<file path="config.mk">
export PLATFORM = sky130hd
export DESIGN_NAME = euler_step_particle_on_circle_flat
export DESIGN_NICKNAME = d
export VERILOG_FILES = /design/src/rtl/core/espc_pkg.sv /design/src/rtl/core/espc_if.sv /design/src/rtl/core/euler_step_particle_on_circle.sv /design/src/rtl/core/espc_regs.sv /design/src/rtl/core/espc_dp.sv /design/src/rtl/core/espc_ctrl.sv /design/src/flat_wrapper.sv
export SDC_FILE = /design/constraint.sdc
export NUM_CORES = 2
export LEC_CHECK = 0
export ABC_AREA = 1
export BUFFER_PORTS_ARGS = -buffer_cell sky130_fd_sc_hd__buf_2
export CAP_MARGIN = 0
export CORE_MARGIN = 2
export CORE_UTILIZATION = 45
export CTS_BUF_LIST = sky130_fd_sc_hd__clkbuf_16
export DETAILED_ROUTE_END_ITERATION = 16
export PLACE_DENSITY = 0.65
export SETUP_SLACK_MARGIN = 0.02
export SLEW_MARGIN = 20
export SYNTH_ARGS = -nofsm -noshare
export SYNTH_HDL_FRONTEND = slang
export SYNTH_SLANG_ARGS = --single-unit
</file>
<file path="constraint.sdc">
create_clock -name clk -period 30.1 [get_ports clk]
set_input_delay 6.02 -clock clk [delete_from_list [all_inputs] [get_ports clk]]
set_output_delay 6.02 -clock clk [all_outputs]
set_load 0.01 [all_outputs]
</file>
<file path="src/rtl/core/espc_pkg.sv">
// Package with types, constants and arithmetic helpers of the Euler step block.
`default_nettype none
package espc_pkg;

    localparam int FRAC_BITS = 16;
    localparam int WORD_BITS = 32;
    localparam int MAG_BITS  = 2 * WORD_BITS - FRAC_BITS;
    localparam int UREG_BITS = 31;
    localparam int NUM_REGS  = 8;
    localparam int ADDR_BITS = 5;
    localparam int STEP_BITS = 4;
    localparam int CNT_BITS  = 6;

    typedef logic signed [WORD_BITS-1:0] word_t;
    typedef logic [UREG_BITS-1:0]        ureg_t;
    typedef logic [STEP_BITS-1:0]        step_t;

    localparam logic [2:0] REG_STEP_SIZE = 3'd0;
    localparam logic [2:0] REG_MASS      = 3'd1;
    localparam logic [2:0] REG_GRAVITY   = 3'd2;
    localparam logic [2:0] REG_RADIUS    = 3'd3;
    localparam logic [2:0] REG_START_X   = 3'd4;
    localparam logic [2:0] REG_START_Y   = 3'd5;
    localparam logic [2:0] REG_START_VX  = 3'd6;
    localparam logic [2:0] REG_START_VY  = 3'd7;

    localparam ureg_t RST_STEP_SIZE = 31'd655;
    localparam ureg_t RST_MASS      = 31'd65536;
    localparam ureg_t RST_GRAVITY   = 31'd642908;
    localparam ureg_t RST_RADIUS    = 31'd65536;
    localparam word_t RST_START_X   = 32'sd11380;
    localparam word_t RST_START_Y   = 32'sd64540;
    localparam word_t RST_START_VX  = 32'sd6454;
    localparam word_t RST_START_VY  = -32'sd1138;

    // Sequence of multiply steps; three of them feed the divider.
    localparam step_t STEP_GY   = 4'd0;
    localparam step_t STEP_UU   = 4'd1;
    localparam step_t STEP_VV   = 4'd2;
    localparam step_t STEP_MS   = 4'd3;
    localparam step_t STEP_HU   = 4'd4;
    localparam step_t STEP_HV   = 4'd5;
    localparam step_t STEP_NX   = 4'd6;
    localparam step_t STEP_HDX  = 4'd7;
    localparam step_t STEP_NY   = 4'd8;
    localparam step_t STEP_MG   = 4'd9;
    localparam step_t STEP_HDY  = 4'd10;

    localparam logic [CNT_BITS-1:0] DIV_LAST_CNT = CNT_BITS'(MAG_BITS - 1);

    typedef struct packed {
        ureg_t step_size;
        ureg_t mass;
        ureg_t gravity;
        ureg_t radius;
        word_t start_x;
        word_t start_y;
        word_t start_vx;
        word_t start_vy;
    } cfg_t;

    typedef struct packed {
        logic  load;
        logic  mul_start;
        logic  mul_post;
        logic  div_iter;
        logic  div_post;
        logic  out_load;
        step_t step;
    } cmd_t;

    typedef struct packed {
        logic div_last;
    } status_t;

    function automatic logic is_div_step(input step_t step);
        return (step == STEP_MS) || (step == STEP_NX) || (step == STEP_NY);
    endfunction

    function automatic word_t sat_pack(input logic neg, input logic [MAG_BITS-1:0] mag);
        logic [MAG_BITS-1:0] lim;
        logic [MAG_BITS-1:0] m;
        lim = (MAG_BITS'(1) << (WORD_BITS - 1)) - MAG_BITS'(!neg);
        m = (mag > lim) ? lim : mag;
        return neg ? word_t'(-m[WORD_BITS-1:0]) : word_t'(m[WORD_BITS-1:0]);
    endfunction

    function automatic word_t sat_word(input logic signed [WORD_BITS:0] s);
        if (s[WORD_BITS] != s[WORD_BITS-1])
        begin
            return s[WORD_BITS] ? word_t'({1'b1, {(WORD_BITS-1){1'b0}}})
                                : word_t'({1'b0, {(WORD_BITS-1){1'b1}}});
        end
        return word_t'(s[WORD_BITS-1:0]);
    endfunction

    function automatic word_t sat_add(input word_t a, input word_t b);
        return sat_word({a[WORD_BITS-1], a} + {b[WORD_BITS-1], b});
    endfunction

    function automatic word_t sat_sub(input word_t a, input word_t b);
        return sat_word({a[WORD_BITS-1], a} - {b[WORD_BITS-1], b});
    endfunction

endpackage
`default_nettype wire

</file>
<file path="src/rtl/core/espc_if.sv">
// Handshake interfaces for the input and result channels.
`default_nettype none
interface espc_in_if;
    logic valid;
    logic ready;
    logic restart;
    modport source (output valid, output restart, input ready);
    modport sink (input valid, input restart, output ready);
endinterface

interface espc_out_if;
    logic               valid;
    logic               ready;
    logic signed [31:0] pos_x;
    logic signed [31:0] pos_y;
    logic signed [31:0] vel_x;
    logic signed [31:0] vel_y;
    logic signed [31:0] raw_force;
    logic [30:0]        contact_force;
    logic               detached;
    modport source (output valid, output pos_x, output pos_y, output vel_x, output vel_y,
                    output raw_force, output contact_force, output detached, input ready);
    modport sink (input valid, input pos_x, input pos_y, input vel_x, input vel_y,
                  input raw_force, input contact_force, input detached, output ready);
endinterface
`default_nettype wire

</file>
<file path="src/rtl/core/euler_step_particle_on_circle.sv">
// Top level of the explicit Euler step of a particle on a circle.
//
//   channel   direction  handshake              word
//   in_ch     in         valid / ready          restart
//   out_ch    out        valid / ready          pos, vel, forces, detached
//   apb       in         psel/penable/pready    8 registers at 4*i
//
// A restart word loads the start state, then the finish state loads the output.
// A step word runs eleven shared-multiplier steps, each a multiply and a post state,
// and three one-bit-per-cycle divider passes of 48 iterations and a post state.
// The block takes one word at a time; a new word is accepted while the last
// result still waits in the output register. Reset loads the default settings
// and the default start state. A stalled output holds the block before its result.
`default_nettype none
module euler_step_particle_on_circle
    import espc_pkg::*;
(
    input  wire logic                 clk,
    input  wire logic                 rst_n,
    input  wire logic                 psel,
    input  wire logic                 penable,
    input  wire logic                 pwrite,
    input  wire logic [ADDR_BITS-1:0] paddr,
    input  wire logic [31:0]          pwdata,
    output logic [31:0]               prdata,
    output logic                      pready,
    espc_in_if.sink                   in_ch,
    espc_out_if.source                out_ch
);

    cfg_t    cfg;
    cmd_t    cmd;
    status_t status;

    espc_regs u_regs (
        .clk     (clk),
        .rst_n   (rst_n),
        .psel    (psel),
        .penable (penable),
        .pwrite  (pwrite),
        .paddr   (paddr),
        .pwdata  (pwdata),
        .prdata  (prdata),
        .pready  (pready),
        .cfg     (cfg)
    );

    espc_ctrl u_ctrl (
        .clk        (clk),
        .rst_n      (rst_n),
        .in_valid   (in_ch.valid),
        .in_restart (in_ch.restart),
        .in_ready   (in_ch.ready),
        .out_valid  (out_ch.valid),
        .out_ready  (out_ch.ready),
        .status     (status),
        .cmd        (cmd)
    );

    espc_dp u_dp (
        .clk           (clk),
        .rst_n         (rst_n),
        .cfg           (cfg),
        .cmd           (cmd),
        .status        (status),
        .pos_x         (out_ch.pos_x),
        .pos_y         (out_ch.pos_y),
        .vel_x         (out_ch.vel_x),
        .vel_y         (out_ch.vel_y),
        .raw_force     (out_ch.raw_force),
        .contact_force (out_ch.contact_force),
        .detached      (out_ch.detached)
    );

endmodule
`default_nettype wire

</file>
<file path="src/rtl/core/espc_regs.sv">
// APB register file holding the step, physics and start-state settings.
`default_nettype none
module espc_regs
    import espc_pkg::*;
(
    input  wire logic                 clk,
    input  wire logic                 rst_n,
    input  wire logic                 psel,
    input  wire logic                 penable,
    input  wire logic                 pwrite,
    input  wire logic [ADDR_BITS-1:0] paddr,
    input  wire logic [31:0]          pwdata,
    output logic [31:0]               prdata,
    output logic                      pready,
    output cfg_t                      cfg
);

    cfg_t       cfg_reg;
    logic [2:0] idx;
    logic       wr_en;

    assign idx    = paddr[ADDR_BITS-1:2];
    assign wr_en  = psel && penable && pwrite;
    assign pready = 1'b1;
    assign cfg    = cfg_reg;

    always_ff @(posedge clk or negedge rst_n)
    begin
        if (!rst_n)
        begin
            cfg_reg.step_size <= RST_STEP_SIZE;
            cfg_reg.mass      <= RST_MASS;
            cfg_reg.gravity   <= RST_GRAVITY;
            cfg_reg.radius    <= RST_RADIUS;
            cfg_reg.start_x   <= RST_START_X;
            cfg_reg.start_y   <= RST_START_Y;
            cfg_reg.start_vx  <= RST_START_VX;
            cfg_reg.start_vy  <= RST_START_VY;
        end
        else if (wr_en)
        begin
            unique case (idx)
                REG_STEP_SIZE: cfg_reg.step_size <= pwdata[UREG_BITS-1:0];
                REG_MASS:      cfg_reg.mass      <= pwdata[UREG_BITS-1:0];
                REG_GRAVITY:   cfg_reg.gravity   <= pwdata[UREG_BITS-1:0];
                REG_RADIUS:    cfg_reg.radius    <= pwdata[UREG_BITS-1:0];
                REG_START_X:   cfg_reg.start_x   <= pwdata;
                REG_START_Y:   cfg_reg.start_y   <= pwdata;
                REG_START_VX:  cfg_reg.start_vx  <= pwdata;
                REG_START_VY:  cfg_reg.start_vy  <= pwdata;
                default:       cfg_reg.start_vy  <= cfg_reg.start_vy;
            endcase
        end
    end

    always_comb
    begin
        unique case (idx)
            REG_STEP_SIZE: prdata = {1'b0, cfg_reg.step_size};
            REG_MASS:      prdata = {1'b0, cfg_reg.mass};
            REG_GRAVITY:   prdata = {1'b0, cfg_reg.gravity};
            REG_RADIUS:    prdata = {1'b0, cfg_reg.radius};
            REG_START_X:   prdata = cfg_reg.start_x;
            REG_START_Y:   prdata = cfg_reg.start_y;
            REG_START_VX:  prdata = cfg_reg.start_vx;
            REG_START_VY:  prdata = cfg_reg.start_vy;
            default:       prdata = '0;
        endcase
    end

endmodule
`default_nettype wire

</file>
<file path="src/rtl/core/espc_dp.sv">
// Datapath with the state, one shared multiplier and a bit-serial divider.
`default_nettype none
module espc_dp
    import espc_pkg::*;
(
    input  wire logic  clk,
    input  wire logic  rst_n,
    input  wire cfg_t  cfg,
    input  wire cmd_t  cmd,
    output status_t    status,
    output word_t      pos_x,
    output word_t      pos_y,
    output word_t      vel_x,
    output word_t      vel_y,
    output word_t      raw_force,
    output ureg_t      contact_force,
    output logic       detached
);

    word_t x_reg, y_reg, u_reg, v_reg;
    word_t s_reg, q_reg, nx_reg, ny_reg, nvx_reg;
    ureg_t n_reg;
    logic [2*WORD_BITS-1:0] prod_reg;
    logic                   mneg_reg;
    logic [MAG_BITS-1:0]    den_reg, quo_reg;
    logic [WORD_BITS-1:0]   rem_reg;
    logic                   dneg_reg, dzero_reg;
    logic [CNT_BITS-1:0]    cnt_reg;
    word_t out_x_reg, out_y_reg, out_vx_reg, out_vy_reg, out_q_reg;
    ureg_t out_n_reg;

    word_t                op_a, op_b, mulres, divres;
    logic [WORD_BITS-1:0] mag_a, mag_b, div_mag;
    logic [WORD_BITS-1:0] rem_sh;
    logic                 rem_ge;

    always_comb
    begin
        unique case (cmd.step)
            STEP_GY:  begin op_a = {1'b0, cfg.gravity};   op_b = y_reg; end
            STEP_UU:  begin op_a = u_reg;                 op_b = u_reg; end
            STEP_VV:  begin op_a = v_reg;                 op_b = v_reg; end
            STEP_MS:  begin op_a = {1'b0, cfg.mass};      op_b = s_reg; end
            STEP_HU:  begin op_a = {1'b0, cfg.step_size}; op_b = u_reg; end
            STEP_HV:  begin op_a = {1'b0, cfg.step_size}; op_b = v_reg; end
            STEP_NX:  begin op_a = {1'b0, n_reg};         op_b = x_reg; end
            STEP_NY:  begin op_a = {1'b0, n_reg};         op_b = y_reg; end
            STEP_MG:  begin op_a = {1'b0, cfg.mass};      op_b = {1'b0, cfg.gravity}; end
            default:  begin op_a = {1'b0, cfg.step_size}; op_b = s_reg; end
        endcase
    end

    assign mag_a   = op_a[WORD_BITS-1] ? (WORD_BITS'(0) - op_a) : op_a;
    assign mag_b   = op_b[WORD_BITS-1] ? (WORD_BITS'(0) - op_b) : op_b;
    assign mulres  = sat_pack(mneg_reg, prod_reg[2*WORD_BITS-1:FRAC_BITS]);
    assign div_mag = mulres[WORD_BITS-1] ? (WORD_BITS'(0) - mulres) : mulres;

    assign rem_sh = {rem_reg[WORD_BITS-2:0], den_reg[MAG_BITS-1]};
    assign rem_ge = rem_sh >= {1'b0, cfg.radius};

    always_comb
    begin
        if (cfg.radius == '0)
        begin
            divres = dzero_reg ? '0 : sat_pack(dneg_reg, '1);
        end
        else
        begin
            divres = sat_pack(dneg_reg, quo_reg);
        end
    end

    assign status.div_last = (cnt_reg == '0);

    always_ff @(posedge clk)
    begin
        if (cmd.mul_start)
        begin
            prod_reg <= mag_a * mag_b;
            mneg_reg <= op_a[WORD_BITS-1] ^ op_b[WORD_BITS-1];
        end
        if (cmd.mul_post && is_div_step(cmd.step))
        begin
            den_reg   <= {div_mag, {FRAC_BITS{1'b0}}};
            rem_reg   <= '0;
            quo_reg   <= '0;
            dneg_reg  <= mulres[WORD_BITS-1];
            dzero_reg <= (mulres == '0);
        end
        else if (cmd.div_iter)
        begin
            den_reg <= {den_reg[MAG_BITS-2:0], 1'b0};
            rem_reg <= rem_ge ? (rem_sh - {1'b0, cfg.radius}) : rem_sh;
            quo_reg <= {quo_reg[MAG_BITS-2:0], rem_ge};
        end
        if (cmd.out_load)
        begin
            out_x_reg  <= x_reg;
            out_y_reg  <= y_reg;
            out_vx_reg <= u_reg;
            out_vy_reg <= v_reg;
            out_q_reg  <= q_reg;
            out_n_reg  <= n_reg;
        end
    end

    always_ff @(posedge clk or negedge rst_n)
    begin
        if (!rst_n)
        begin
            cnt_reg <= '0;
        end
        else if (cmd.mul_post && is_div_step(cmd.step))
        begin
            cnt_reg <= DIV_LAST_CNT;
        end
        else if (cmd.div_iter && (cnt_reg != '0))
        begin
            cnt_reg <= cnt_reg - CNT_BITS'(1);
        end
    end

    always_ff @(posedge clk or negedge rst_n)
    begin
        if (!rst_n)
        begin
            x_reg <= RST_START_X;
            y_reg <= RST_START_Y;
            u_reg <= RST_START_VX;
            v_reg <= RST_START_VY;
            q_reg <= '0;
            n_reg <= '0;
        end
        else if (cmd.load)
        begin
            x_reg <= cfg.start_x;
            y_reg <= cfg.start_y;
            u_reg <= cfg.start_vx;
            v_reg <= cfg.start_vy;
            q_reg <= '0;
            n_reg <= '0;
        end
        else if (cmd.mul_post)
        begin
            unique case (cmd.step)
                STEP_GY:  s_reg   <= mulres;
                STEP_UU:  s_reg   <= sat_sub(s_reg, mulres);
                STEP_VV:  s_reg   <= sat_sub(s_reg, mulres);
                STEP_HU:  nx_reg  <= sat_add(x_reg, mulres);
                STEP_HV:  ny_reg  <= sat_add(y_reg, mulres);
                STEP_HDX: nvx_reg <= sat_add(u_reg, mulres);
                STEP_MG:  s_reg   <= sat_sub(s_reg, mulres);
                STEP_HDY:
                begin
                    x_reg <= nx_reg;
                    y_reg <= ny_reg;
                    u_reg <= nvx_reg;
                    v_reg <= sat_add(v_reg, mulres);
                end
                default:  s_reg   <= s_reg;
            endcase
        end
        else if (cmd.div_post)
        begin
            if (cmd.step == STEP_MS)
            begin
                q_reg <= divres;
                n_reg <= divres[WORD_BITS-1] ? '0 : divres[UREG_BITS-1:0];
            end
            else
            begin
                s_reg <= divres;
            end
        end
    end

    assign pos_x         = out_x_reg;
    assign pos_y         = out_y_reg;
    assign vel_x         = out_vx_reg;
    assign vel_y         = out_vy_reg;
    assign raw_force     = out_q_reg;
    assign contact_force = out_n_reg;
    assign detached      = out_q_reg[WORD_BITS-1];

endmodule
`default_nettype wire

</file>
<file path="src/rtl/core/espc_ctrl.sv">
// Controller that sequences the multiply and divide steps of one Euler step.
`default_nettype none
module espc_ctrl
    import espc_pkg::*;
(
    input  wire logic    clk,
    input  wire logic    rst_n,
    input  wire logic    in_valid,
    input  wire logic    in_restart,
    output logic         in_ready,
    output logic         out_valid,
    input  wire logic    out_ready,
    input  wire status_t status,
    output cmd_t         cmd
);

    localparam logic [2:0] ST_IDLE  = 3'd0;
    localparam logic [2:0] ST_MUL   = 3'd1;
    localparam logic [2:0] ST_POST  = 3'd2;
    localparam logic [2:0] ST_DIV   = 3'd3;
    localparam logic [2:0] ST_DPOST = 3'd4;
    localparam logic [2:0] ST_FIN   = 3'd5;

    logic [2:0] state_reg, state_next;
    step_t      step_reg, step_next;
    logic       out_valid_reg, out_valid_next;
    logic       out_free;

    assign in_ready  = (state_reg == ST_IDLE);
    assign out_valid = out_valid_reg;
    assign out_free  = !out_valid_reg || out_ready;

    always_comb
    begin
        state_next     = state_reg;
        step_next      = step_reg;
        out_valid_next = out_valid_reg && !out_ready;
        cmd            = '0;
        cmd.step       = step_reg;
        unique case (state_reg)
            ST_IDLE:
            begin
                if (in_valid)
                begin
                    step_next = STEP_GY;
                    if (in_restart)
                    begin
                        cmd.load   = 1'b1;
                        state_next = ST_FIN;
                    end
                    else
                    begin
                        state_next = ST_MUL;
                    end
                end
            end
            ST_MUL:
            begin
                cmd.mul_start = 1'b1;
                state_next    = ST_POST;
            end
            ST_POST:
            begin
                cmd.mul_post = 1'b1;
                if (is_div_step(step_reg))
                begin
                    state_next = ST_DIV;
                end
                else if (step_reg == STEP_HDY)
                begin
                    state_next = ST_FIN;
                end
                else
                begin
                    step_next  = step_reg + STEP_BITS'(1);
                    state_next = ST_MUL;
                end
            end
            ST_DIV:
            begin
                cmd.div_iter = 1'b1;
                if (status.div_last)
                begin
                    state_next = ST_DPOST;
                end
            end
            ST_DPOST:
            begin
                cmd.div_post = 1'b1;
                step_next    = step_reg + STEP_BITS'(1);
                state_next   = ST_MUL;
            end
            ST_FIN:
            begin
                if (out_free)
                begin
                    cmd.out_load   = 1'b1;
                    out_valid_next = 1'b1;
                    state_next     = ST_IDLE;
                end
            end
            default:
            begin
                state_next = ST_IDLE;
            end
        endcase
    end

    always_ff @(posedge clk or negedge rst_n)
    begin
        if (!rst_n)
        begin
            state_reg     <= ST_IDLE;
            step_reg      <= STEP_GY;
            out_valid_reg <= 1'b0;
        end
        else
        begin
            state_reg     <= state_next;
            step_reg      <= step_next;
            out_valid_reg <= out_valid_next;
        end
    end

endmodule
`default_nettype wire

</file>
<file path="src/flat_wrapper.sv">
// flat-port wrapper written by rule: the top's interface ports become plain ports
module euler_step_particle_on_circle_flat import espc_pkg::*;
  (clk, rst_n, psel, penable, pwrite, paddr, pwdata, prdata, pready, in_ch_valid, in_ch_restart, in_ch_ready, out_ch_valid, out_ch_pos_x, out_ch_pos_y, out_ch_vel_x, out_ch_vel_y, out_ch_raw_force, out_ch_contact_force, out_ch_detached, out_ch_ready);
  espc_in_if in_ch_i ();
  espc_out_if out_ch_i ();
  input  wire logic clk;
  input  wire logic rst_n;
  input  wire logic psel;
  input  wire logic penable;
  input  wire logic pwrite;
  input  wire logic [ADDR_BITS-1:0] paddr;
  input  wire logic [31:0] pwdata;
  output logic [31:0] prdata;
  output logic pready;
  input wire logic [$bits(in_ch_i.valid)-1:0] in_ch_valid;
  input wire logic [$bits(in_ch_i.restart)-1:0] in_ch_restart;
  output wire logic [$bits(in_ch_i.ready)-1:0] in_ch_ready;
  output wire logic [$bits(out_ch_i.valid)-1:0] out_ch_valid;
  output wire logic [$bits(out_ch_i.pos_x)-1:0] out_ch_pos_x;
  output wire logic [$bits(out_ch_i.pos_y)-1:0] out_ch_pos_y;
  output wire logic [$bits(out_ch_i.vel_x)-1:0] out_ch_vel_x;
  output wire logic [$bits(out_ch_i.vel_y)-1:0] out_ch_vel_y;
  output wire logic [$bits(out_ch_i.raw_force)-1:0] out_ch_raw_force;
  output wire logic [$bits(out_ch_i.contact_force)-1:0] out_ch_contact_force;
  output wire logic [$bits(out_ch_i.detached)-1:0] out_ch_detached;
  input wire logic [$bits(out_ch_i.ready)-1:0] out_ch_ready;
  assign in_ch_i.valid = in_ch_valid;
  assign in_ch_i.restart = in_ch_restart;
  assign in_ch_ready = in_ch_i.ready;
  assign out_ch_valid = out_ch_i.valid;
  assign out_ch_pos_x = out_ch_i.pos_x;
  assign out_ch_pos_y = out_ch_i.pos_y;
  assign out_ch_vel_x = out_ch_i.vel_x;
  assign out_ch_vel_y = out_ch_i.vel_y;
  assign out_ch_raw_force = out_ch_i.raw_force;
  assign out_ch_contact_force = out_ch_i.contact_force;
  assign out_ch_detached = out_ch_i.detached;
  assign out_ch_i.ready = out_ch_ready;
  euler_step_particle_on_circle u_core (.clk(clk), .rst_n(rst_n), .psel(psel), .penable(penable), .pwrite(pwrite), .paddr(paddr), .pwdata(pwdata), .prdata(prdata), .pready(pready), .in_ch(in_ch_i), .out_ch(out_ch_i));
endmodule
</file>
* After elaboration in Yosys (flattened, before gate mapping) *
Cells that the tools add are included.

operators by class
  $mul = 1
  bitwise gates (word level) = 2
  equal/unequal tests = 35
  magnitude comparators = 4
  reduce and logical (&&, ||, !) cells = 48
  $add $sub $neg = 16
  mux-type cells = 109

operator list
  kind                     number
  $mux W32                 47
  $pmux W32 S5             2
  $pmux W32 S8             1
  $mux W31                 6
  $add A32 B32 Y33         4
  $pmux W32 S4             1
  $gt A48 B48 Y1           2
  $mux W48                 2
  $neg A32 Y32             3
  $sub A1 B32 Y32 const A  3
  $sub A32 B1 Y33 const A  2
  $mul A32 B32 Y64         1
  $gt A48 B48 Y1 const A   1
  $mux W1                  37
  $sub A32 B32 Y33         1
  $ge A32 B31 Y1           1
  $logic_not A32 Y1        1
  $logic_not A31 Y1        1
  $sub A31 B31 Y31         1
  $eq A3 B3 Y1 const B     6
  $mux W3                  6
  $pmux W3 S6              1
  $reduce_and A2 Y1        9
  $eq A4 B3 Y1 const B     4
  other kinds (29)         72

word-level totals
  register bits after elaboration = 954
  input port bits = 45

* Logic depth before layout (Yosys ltp) *
  word-level depth = 16
  gate-level depth with buffers = 54
  mapped depth without buffers = 52

* Modules after synthesis *
A second synthesis with hierarchy kept.

unflattened totals
  cell total of the unflattened synthesis = 10889
  area, all modules = 88543.7 sq um

by module, submodules not included
  module     instances  area an instance (sq um)  cells each
  espc_dp    1          76083.0                   9397
  espc_regs  1          11831.3                   1399
  espc_ctrl  1          629.4                     93

* Least setup slack after synthesis *
OpenSTA, ideal clock, no wires.

  path kind = input to register
  start = input out_ch_ready
  end = register u_core.u_dp.out_n_reg[0], in the netlist u_core.u_dp.contact_force[0] (enable)
  setup time = 0.807 ns
  path buffers = 0
  arrival = 15.270 ns
  slack = 14.023 ns
  stages = 2
  cell sequence = inv_1 > a21oi_1

RTL lines
  item                    line                text
  start: declaration      flat_wrapper.sv:26  input wire logic [$bits(out_ch_i.ready)-1:0] out_ch_ready;
  end signal: assignment  espc_dp.sv:103      out_n_reg <= n_reg;
  end: declaration        espc_dp.sv:30       ureg_t out_n_reg;

* Final worst setup path *
  start = input paddr[3]
  end = output prdata[27]

on the way
  longest elaborated chain between the ends = 2
  elaborated cells between the ends (all ways) = 9
  classes of those cells = eq/ne: 7; mux: 1; reduce/logical: 1

ends and longest elaborated chain
  item                                  line                text
  start: declaration                    flat_wrapper.sv:11  input wire logic [ADDR_BITS-1:0] paddr;
  $eq A3 B3 Y1 (tied with other cells)  espc_regs.sv:58     unique case (idx)
  $pmux W32 S8 (*)                      espc_regs.sv:58
  end: declaration                      flat_wrapper.sv:13  output logic [31:0] prdata;

Mark *: on every way between the ends. The rest lies on a longest branch, timed or not.

==> flow_summary.yaml <==
status:
  status: "finished clean"
clock_tree:
  ctsResizeCount: 0
  cts_max_level: 3
  clock_sinks: 938
  clk_latency_ps: 820
  root_buffer: "clkbuf_16"
  postCtsHoldBufs: 0
  post_cts_buffers: 0
  cts_buffer_depth: 3
  numCtsBuffers: 106
  clkTransAtPathRegs_ps: 70
  cts_tree: "done"
routing:
  dr.pass1.iters: 7
  vias: 79300
  wl_per_cell_um: 28.9
  antenna_left: 0
  drtIter0Drc: 10100
  post_drt_via_cell_ratio: 5.93
  drc: 0
  totalWireLength_um: 387000
worst_setup_path:
  worst_r2r_path_depth: 45
  startpoint_type: "primary input"
  cpMaxStageDelayCell: "clkinv_1"
  cpPeakStageDelay_ps: 720
  crit_path_cell_trace: "buf_2, clkinv_1, nor3_2, buf_4, clkinv_1, o22ai_1, a21oi_1, o211ai_1, buf_2"
  worstSetupEndpointType: "output port"
  worstPathArrival_ps: 8850
  cp.required_ps: 24080
  crit_type: "in2out"
  path_max_fanout: 19
sta:
  setup_tns_ps: 0
  grt_setup_unrepaired: "false"
  hold_viol: 0
  post-route-min-period_ps: 14870
  setup_ws_ps: 15230
  slew_violations: 0
  slew_headroom: 0.131
  worst_hold_slack_ps: 422
  fin_crit_sh: 0.494
  max_clock_freq_mhz: 67.2
  skew_ps: 102
  tightest_slew_ps: 1300
  setup_violations: 0
grt:
  overflow: 0
  grt_pass1_vias: 76400
  antenna_found_initial: 46
  grt_pass1_wl_um: 549000
  grt_max_degree: 144
  grt_use_total: 0.388
floorplan:
  start_util: 0.453
  std_cell_rows: 161
  core_sq_um: 193000
  die_x_um: 444
  pin_count: 272
  die_height_um: 444
  die_area_sq_um: 198000
min_path:
  holdPathStages: 0
  min_path_type: "reg2reg"
synthesis:
  synth_ff_type: "edfxtp_1"
  post-synth-top-count-cell: "nand2_1"
  synth_top_area_share: 0.207
  synthCells: 10600
  ys_async_sr_fraction: 0.487
  netlist_area_sq_um: 87300
  synth_seq_area_share: 0.289
  ys_warn_count: 0
  synth-edff-count: 402
  avgSynthCellArea_sq_um: 8.24
  ys_top_cells_by_area: "fa_1 (21%), edfxtp_1 (14%), dfrtp_1 (9.7%)"
  synthTopCellsByCount: "nand2_1 (2214), inv_1 (1774), nor2_1 (1078), fa_1 (901), o21ai_0 (708)"
  synth.net_count: 12100
  yosysUniqueCellTypes: 75
  ys_ff_latch: 938
  yosysTopAreaCell: "fa_1"
finish:
  largest_reg_flops: 252
  drive_gt1_frac: 0.0826
  nNetsFinal: 12200
  fillers: 18700
  syn2layout_area_growth_pct: 9.34
place:
  place_ws_ps: 15400
  gp_congestion: 1.09
  place_hpwl_um: 303000
  port_buffers: 268
flow_run:
  maxCapViolCount: 0
worst paths after layout:
kind	to	slack, ps	start
max in group asynchronous	u_core.u_dp.x_reg[9]	22760	rst_n
min in group asynchronous	u_core.u_dp.q_reg[19]	5180	rst_n
worst max-delay path	prdata[27]	15230	paddr[3]
worst min register to register	u_core.u_dp.contact_force[5]	420	u_core.u_dp.n_reg[5]
worst min-delay path	u_core.u_dp.contact_force[5]	420	u_core.u_dp.n_reg[5]
worst max register to register	u_core.u_dp.prod_reg[61]	16200	u_core.u_ctrl.step_reg[0]
cells in the final DEF, fill, tap and decap left out, types with 56 or more instances in the layout:
| cell | n |
|---|---|
| fa_1 | 901 |
| xnor2_1 | 86 |
| buf_4 | 173 |
| dfstp_2 | 120 |
| nand2_1 | 2208 |
| ha_1 | 526 |
| o21ai_0 | 704 |
| buf_2 | 267 |
| a21oi_1 | 518 |
| o211ai_1 | 89 |
| dfrtp_1 | 337 |
| nor2_1 | 1068 |
| inv_1 | 1796 |
| nand3_1 | 277 |
| edfxtp_1 | 402 |
| xor2_1 | 166 |
| a221oi_1 | 56 |
| clkbuf_16 | 109 |
| nand4_1 | 67 |
| dfxtp_1 | 79 |
| o22ai_1 | 208 |
cell families (layout without fill, tap and decap cells):
kind of cell / Yosys count / in the layout / synth area share
and+or+nand+nor: 3809 / 3809 / 0.176
buffers and inverters: 2247 / 2478 / 0.0992
AOI/OAI and AO/OA: 1904 / 1904 / 0.127
adders and majority gates: 1427 / 1427 / 0.282
DFF: 938 / 938 / 0.289
xor gates and xnor gates: 267 / 267 / 0.0272
other: 1 / 26 / 0.0000430
per-stage QoR:
step / instance area (sq um) / cells / util
floorplan: 87300 / 10600 / -
global placement: 91600 / 13100 / 0.476
detailed placement: 91700 / 13100 / 0.476
CTS: 95300 / 13300 / 0.495
global route: 95400 / 13400 / 0.495
finish: 95400 / 13400 / 0.496
cell type report:
type	count	area [sq um]	share of cell area
Multi-Input combinational cell	7408	53700	0.563
Sequential cell	938	25200	0.264
Inverter	1832	6880	0.0721
Tap cell	2526	3160	0.0331
Clock buffer	109	2730	0.0286
Timing Repair Buffer	444	2710	0.0284
Clock inverter	93	951	0.00996
Antenna cell	25	62.6	0.000655
worst max-delay path: cells and delay by family:
| family | cells | cell delay (ps) |
|---|---|---|
| buffers and inverters | 5 | 1590 |
| AOI/OAI and AO/OA | 3 | 930 |
| and+or+nand+nor | 1 | 290 |
per-layer routing:
| metal | up-vias | GRT usage | part of all wire |
|---|---|---|---|
| li1 | 34300 | - | - |
| met1 | 39200 | 0.524 | 0.40 |
| met2 | 4809 | 0.552 | 0.41 |
| met3 | 1053 | 0.0991 | 0.11 |
| met4 | 36 | 0.252 | 0.079 |
| met5 | - | 0 | 0.00066 |
Power is left out: the tool's default activity adds up to more than one toggle a clock period on the data nets, which glitch-free logic cannot reach.
